==> src/hdl/pbc_pkg.sv <==
// Package for the packed BCD codec: transaction payload types, operation codes
// and the fixed widths and constants that the codec cells use.
// No dependencies.
package pbc_pkg;

  localparam int BIN_W    = 32;
  localparam int BCD_W    = 24;
  localparam int VALUE_W  = 21;
  localparam int BYTE_W   = 8;
  localparam int NIBBLE_W = 4;

  // x / 100 == (x * DIV100_MAGIC) >> DIV100_SHIFT for every 32-bit x
  localparam logic [BIN_W-1:0] DIV100_MAGIC = 32'h51EB_851F;
  localparam int DIV100_SHIFT = 37;
  localparam int QUOT_W       = 2 * BIN_W - DIV100_SHIFT;

  // r / 10 == (r * DIV10_MAGIC) >> DIV10_SHIFT for r below 100
  localparam int REM_W        = 7;
  localparam int DIV10_PROD_W = 15;
  localparam logic [DIV10_PROD_W-1:0] DIV10_MAGIC = 15'd205;
  localparam int DIV10_SHIFT  = 11;

  localparam logic [BIN_W-1:0]    BYTE_RADIX  = 32'd100;
  localparam logic [REM_W-1:0]    DIGIT_RADIX = 7'd10;
  localparam logic [VALUE_W-1:0]  DEC_BYTE_WEIGHT = 21'd100;
  localparam logic [VALUE_W-1:0]  DEC_TEN_WEIGHT  = 21'd10;

  typedef enum logic {
    OP_DECODE = 1'b0,
    OP_ENCODE = 1'b1
  } op_t;

  typedef struct packed {
    op_t              op;
    logic [BCD_W-1:0] bcd_word;
    logic [BIN_W-1:0] binary_value;
  } in_item_t;

  typedef struct packed {
    logic [VALUE_W-1:0] value_out;
    logic [BCD_W-1:0]   bcd_out;
  } out_item_t;

endpackage

==> src/hdl/pbc_cell.sv <==
// One byte cell of the codec chain: folds one packed BCD byte into the decode
// accumulator and splits two decimal digits off the encode value. Uses pbc_pkg.
module pbc_cell
  import pbc_pkg::*;
#(
  parameter int WORD_W = 24
) (
  input  logic               clk,
  input  logic               rst,
  input  logic               en,
  input  logic               valid_in,
  input  op_t                op_in,
  input  logic [WORD_W-1:0]  word_in,
  input  logic [BIN_W-1:0]   value_in,
  input  logic [VALUE_W-1:0] acc_in,
  input  logic [WORD_W-1:0]  bcd_in,
  output logic               valid_out,
  output op_t                op_out,
  output logic [WORD_W-1:0]  word_out,
  output logic [BIN_W-1:0]   value_out,
  output logic [VALUE_W-1:0] acc_out,
  output logic [WORD_W-1:0]  bcd_out
);

  logic [BYTE_W-1:0]   dec_byte;
  logic [VALUE_W-1:0]  acc_next;
  logic [2*BIN_W-1:0]  prod;

  logic                a_valid;
  op_t                 a_op;
  logic [WORD_W-1:0]   a_word;
  logic [BIN_W-1:0]    a_value;
  logic [QUOT_W-1:0]   a_quot;
  logic [VALUE_W-1:0]  a_acc;
  logic [WORD_W-1:0]   a_bcd;

  logic [BIN_W-1:0]        rem_full;
  logic [REM_W-1:0]        rem;
  logic [DIV10_PROD_W-1:0] tens_prod;
  logic [NIBBLE_W-1:0]     tens;
  logic [REM_W-1:0]        units_full;
  logic [NIBBLE_W-1:0]     units;
  logic [WORD_W-1:0]       bcd_next;

  // stage a: decode step and reciprocal multiply
  always_comb begin
    dec_byte = word_in[WORD_W-1 -: BYTE_W];
    if (op_in == OP_DECODE) begin
      acc_next = acc_in * DEC_BYTE_WEIGHT
               + VALUE_W'(dec_byte[BYTE_W-1:NIBBLE_W]) * DEC_TEN_WEIGHT
               + VALUE_W'(dec_byte[NIBBLE_W-1:0]);
    end else begin
      acc_next = acc_in;
    end
    prod = (2*BIN_W)'(value_in) * (2*BIN_W)'(DIV100_MAGIC);
  end

  always_ff @(posedge clk) begin
    if (rst) begin
      a_valid <= 1'b0;
    end else if (en) begin
      a_valid <= valid_in;
    end
  end

  always_ff @(posedge clk) begin
    if (en) begin
      a_op    <= op_in;
      a_word  <= word_in << BYTE_W;
      a_value <= value_in;
      a_quot  <= prod[2*BIN_W-1:DIV100_SHIFT];
      a_acc   <= acc_next;
      a_bcd   <= bcd_in;
    end
  end

  // stage b: remainder, digit split, pack into the top byte
  always_comb begin
    rem_full   = a_value - BIN_W'(a_quot) * BYTE_RADIX;
    rem        = rem_full[REM_W-1:0];
    tens_prod  = DIV10_PROD_W'(rem) * DIV10_MAGIC;
    tens       = tens_prod[DIV10_SHIFT +: NIBBLE_W];
    units_full = rem - REM_W'(tens) * DIGIT_RADIX;
    units      = units_full[NIBBLE_W-1:0];
    if (a_op == OP_ENCODE) begin
      bcd_next = (a_bcd >> BYTE_W) | (WORD_W'({tens, units}) << (WORD_W - BYTE_W));
    end else begin
      bcd_next = a_bcd;
    end
  end

  always_ff @(posedge clk) begin
    if (rst) begin
      valid_out <= 1'b0;
    end else if (en) begin
      valid_out <= a_valid;
    end
  end

  always_ff @(posedge clk) begin
    if (en) begin
      op_out    <= a_op;
      word_out  <= a_word;
      value_out <= BIN_W'(a_quot);
      acc_out   <= a_acc;
      bcd_out   <= bcd_next;
    end
  end

endmodule

==> config.mk <==
export PLATFORM = sky130hd
export DESIGN_NAME = pbc_cell
export DESIGN_NICKNAME = d
export VERILOG_FILES = /design/src/hdl/pbc_pkg.sv /design/src/hdl/pbc_cell.sv
export SDC_FILE = /design/constraint.sdc
export NUM_CORES = 1
export LEC_CHECK = 0
export ABC_AREA = 0
export BUFFER_PORTS_ARGS = -buffer_cell sky130_fd_sc_hd__buf_2
export CAP_MARGIN = 20
export CORE_UTILIZATION = 30
export CTS_CLUSTER_SIZE = 10
export DETAILED_ROUTE_END_ITERATION = 8
export GPL_TIMING_DRIVEN = 1
export PLACE_DENSITY = 0.54
export SLEW_MARGIN = 25
export SYNTH_ARGS = -nofsm -noshare
export SYNTH_HDL_FRONTEND = slang
export SYNTH_SLANG_ARGS = --single-unit
==> constraint.sdc <==
create_clock -name clk -period 21.3 [get_ports clk]
set_clock_uncertainty 0.1 [all_clocks]
set_input_delay 3.195 -clock clk [delete_from_list [all_inputs] [get_ports clk]]
set_output_delay 3.195 -clock clk [all_outputs]
set_load 0.02 [all_outputs]
# ---- Word level (Yosys, flattened, before mapping)
# Cells that the tools add are included.
dict set report totals {
  wordCells 26
  output_inout_bits 103
  input_bits 106
  mem_bits_ro 0
  latchBits 0
  ram_bits 0
  n_memories 0
  ff_bits 185
}
dict set report classes {
  n_eq_ne 0
  order_cmp 0
  n_shift 0
  reduce_logical 0
  bitwise 1
  n_mux 2
  mul 6
  add_sub_neg 4
  n_div 0
}
# op n
set op_table {}
lappend op_table {{32-bit by 31-bit multiplier with 63-bit output (second input constant)} 1}
lappend op_table {{26-bit by 5-bit multiplier with 5-bit output (second input constant)} 1}
lappend op_table {{24-bit 2-to-1 mux} 1}
lappend op_table {{16-bit by 24-bit OR with 24-bit output} 1}
lappend op_table {{21-bit by 4-bit adder with 21-bit output} 1}
lappend op_table {{21-bit by 8-bit adder with 21-bit output} 1}
lappend op_table {{21-bit by 5-bit multiplier with 19-bit output (second input constant)} 1}
lappend op_table {{21-bit 2-to-1 mux} 1}
lappend op_table {{7-bit by 8-bit multiplier with 15-bit output (second input constant)} 1}
lappend op_table {{4-bit by 3-bit multiplier with 7-bit output (second input constant)} 1}
lappend op_table {{7-bit subtractor} 1}
lappend op_table {{4-bit by 3-bit multiplier with 3-bit output (second input constant)} 1}
lappend op_table {{4-bit subtractor} 1}

# ---- Depth between registers and ports, before layout
dict set report depth {
  word_depth 7
  ltp_mapped 26
  depth_no_buf 26
}

# ---- Least setup slack after synthesis
# Ideal clock, no wire load.
dict set report synth_timing {
  path_kind {input -> register}
  from {input value_in[17]}
  to {register a_quot[24] (data pin)}
  path_stages 23
  setup_time_ns 0.258
  path_slack_ns 12.006
  required_time_ns 20.942
  path_buffers 0
  arrival_ns 8.936
  path_cell_list {ha_1 -> inv_1 -> fa_1 -> inv_1 -> fa_1 -> fa_1 -> fa_1 -> fa_1 -> fa_1 -> inv_1 -> fa_1 -> inv_1 -> ha_1 -> a21o_1 -> a21oi_1 -> o221ai_1 -> a31o_2 -> a21oi_2 -> nand3_1 -> nor2b_4 -> a311o_1 -> a21oi_1 -> xnor2_1}
}
dict set report synth_between {
  elab_chain_cells 1
}
# element line
set synth_lines {}
lappend synth_lines {{start, declared} pbc_cell.sv:14} ;# input logic [BIN_W-1:0] value_in,
lappend synth_lines {{32-bit by 31-bit multiplier with 63-bit output} pbc_cell.sv:55} ;# prod = (2*BIN_W)'(value_in) * (2*BIN_W)'(DIV100_MAGIC);
lappend synth_lines {{net prod[61]} pbc_cell.sv:27} ;# logic [2*BIN_W-1:0] prod;
lappend synth_lines {{end signal, assigned} pbc_cell.sv:71} ;# a_quot <= prod[2*BIN_W-1:DIV100_SHIFT];
lappend synth_lines {{end, declared} pbc_cell.sv:33} ;# logic [QUOT_W-1:0] a_quot;
# The timed path passes the listed nets, and every way through them passes these cells.
# A chain may end at the register's enable or synchronous reset.

# ---- Worst setup path in the final report
dict set report layout_timing {
  from {input value_in[13]}
  to {register a_quot[25] (data pin)}
}
# Same word-level chain as after synthesis.

==> results.cfg <==
[status]
status = completed

[cts]
ctsResizeCount = 0
cts_tree = built
post_cts_buffers = 0
root_buffer = clkbuf_16
clk_pin_slew_ns = 0.07
cts_buffers = 17
htree_num_levels = 4
cts_buffer_depth = 2
insertion_delay_ns = 0.46
cts.sinks = 185
cts_hold_buf = 0

[final_layout]
fin_area_mm2 = 0.0289
fin_nets = 3525
layout-drive-gt1-share_pct = 10.9
fin_cells = 3668
insertedDiodeCount = 0
area_growth_pct = 11.1

[timing]
setup_tns_ns = 0
fin_crit_ns = 10.33
period_share_pct = 48.5
tightest_slew_ns = 0.975
final_hold_viol_count = 0
max_clock_freq_ghz = 0.0968
slew_viol_final = 0
rsz0062_at_grt = false
setup_viol = 0
fin_ws_ns = 10.97
max_slew_margin_pct = 35.0

[critical_path]
worstPathMaxFanout = 10
startpoint = value_in[13]
crit_family = adder cells
regToRegEndpoint = bcd_out[19]
critical_path_buf_inv_count = 5
crit_required_ns = 21.41
start_kind = primary input
path_depth = 24
crit_slowest_cell = fa_1
rr_startpoint = a_quot[0]
crit_type = primary input to register
cp_common_cell = fa_1
slowest_delay_ns = 0.66
crit_chain = buf_2 -> ha_1 -> inv_1 -> fa_1 -> inv_1 -> fa_1 -> fa_1 -> fa_1 -> fa_1 -> fa_1 -> inv_1 -> fa_1 -> inv_1 -> ha_1 -> nand4_1 -> nor3_1 -> a31oi_1 -> a31oi_1 -> nand2_1 -> nand3_1 -> nor2b_4 -> a31oi_1 -> a211o_1 -> xnor2_1
cp.arrival_ns = 10.44
reg2regPathDepth = 25
cp-endpoint = a_quot[25]
r2r_setup_slack_ns = 14.84
endpoint_kind = register

[logic_synthesis]
synth-seq-cells = 185
synthFlopType = edfxtp_1
ys_seq_area_share_pct = 21.3
syn_area_per_cell_um2 = 11.3
ys_async_sr_fraction_pct = 0
syn_area_mm2 = 0.0260
synth.distinct_cells = 67
yosys_warnings = 0
synth_edf_count = 183
syn_inst = 2306

[route]
drt_iter0_markers = 731
drcViolationCount = 0
viasPerCell = 4.34
firstDrtPassIters = 4
ant_nets = 0
routed_wl_um = 66500
wl_per_cell_um = 18.1
num_vias = 15900

[place]
dpl_cell_area_mm2 = 0.0284
gp_congestion = 0.923
port_buffers = 194
place_inst = 3636
dp_hpwl_um = 59100
dp_slack_ns = 10.49

[floorplan]
die_w_um = 297
core.rowCount = 107
ioPinCount = 209
initial_core_util_pct = 30.4
die_area_mm2 = 0.0880
core_region_area_mm2 = 0.0855
die_h_um = 297

[global_routing]
grt_overflow = 0
grt_pass1_wl_um = 101000
grt_antenna_before_repair = 1
grt_max_degree = 75
track_usage_pct = 15.7
grt_pass1_vias = 16900

[run]
maxCapViolCount = 0

[hold_path]
hold_class = register to register
==> stage by stage <==
step | utilization, % | hold slack [ns]
2_1_floorplan | - | 0.300
3_3_place_gp | 33.2 | 0.301
3_5_place_dp | 33.2 | 0.305
4_1_cts | 33.8 | 0.318
5_1_grt | 33.8 | 0.321
6_report | 33.8 | 0.313
==> cell type report <==
type | instances | area, um^2
clock buffers | 18 | 429
well taps | 1144 | 1430
repair buffers | 197 | 1000
fillers | 8685 | 56600
inverters | 725 | 2720
clock inverters | 14 | 135
multi-input cells | 1385 | 17700
flip-flops and latches | 185 | 5540
==> cells by family (layout without fill, tap and decap cells) <==
kind of cell / after synthesis / count (layout) / synth area share, %
buffers and inverters: 749 / 954 / 11.0
DFF: 185 / 185 / 21.3
AOI/OAI and AO/OA: 206 / 206 / 5.32
other: 1 / 14 / 0.0144
muxes: 30 / 30 / 1.27
adders and majority gates: 908 / 908 / 55.6
and+or+nand+nor: 146 / 146 / 2.78
xor gates and xnor gates: 81 / 81 / 2.72
==> worst min path at each step <==
| stage | from | end | depth (start not counted) |
|---|---|---|---|
| after global placement | a_word[23] | word_out[23] | 0 |
| after detailed placement | a_acc[13] | acc_out[13] | 0 |
| after CTS | a_acc[6] | acc_out[6] | 0 |
| final | a_acc[6] | acc_out[6] | 0 |
| after global routing | a_acc[8] | acc_out[8] | 0 |
| after floorplan | a_acc[0] | acc_out[0] | 0 |
==> layer usage <==
layer / vias up / track usage (%) / part of all wire [%]
li1: 7669 / - / -
met1: 7936 / 21.6 / 46
met2: 268 / 25.9 / 48
met3: 46 / 3.03 / 4.7
met4: 0 / 2.92 / 1.6
met5: - / 0 / 0
==> state kept, by name (all words and copies together) (netlist names) <==
| name | flops |
|---|---|
| a_quot | 26 |
| value_out | 26 |
| a_bcd | 24 |
| bcd_out | 24 |
| a_acc | 21 |
| acc_out | 21 |
| a_word | 16 |
| word_out | 16 |
| a_value | 7 |
| a_op | 1 |
| a_valid | 1 |
| op_out | 1 |
| valid_out | 1 |
==> synth_stat cells, types with 12 or more instances <==
master,count,area [um^2]
buf_4,14,105
nor2_1,25,93.8
mux2_2,25,282
ha_1,492,6160
fa_1,416,8330
inv_1,725,2720
a21o_1,36,270
edfxtp_1,183,5500
a21oi_1,55,275
xnor2_1,54,473
nand2_1,55,206
xor2_1,27,236
o21ai_0,37,185
nor3_1,12,60.1
==> worst register-to-register path: cells and delay by family (launching register included) <==
kind                       cells  cell delay [ns]
muxes                          1             0.27
AOI/OAI and AO/OA              6             1.00
buffers and inverters          4             0.21
xor gates and xnor gates       5             1.16
adders and majority gates      9             3.02
DFF                            1             0.48
==> cells in the final DEF (no fill, tap or decap), types with 12 or more instances in the layout <==
master and instances:
nor2_1 25, a21o_1 36, buf_2 193, fa_1 416
edfxtp_1 183, xnor2_1 54, mux2_2 25, xor2_1 27
clkbuf_16 17, ha_1 492, a21oi_1 55, conb_1 14
inv_1 725, o21ai_0 37, nand2_1 55, nor3_1 12
Power is left out: the tool's default activity adds up to more than one toggle a clock period on the data nets, which glitch-free logic cannot reach.
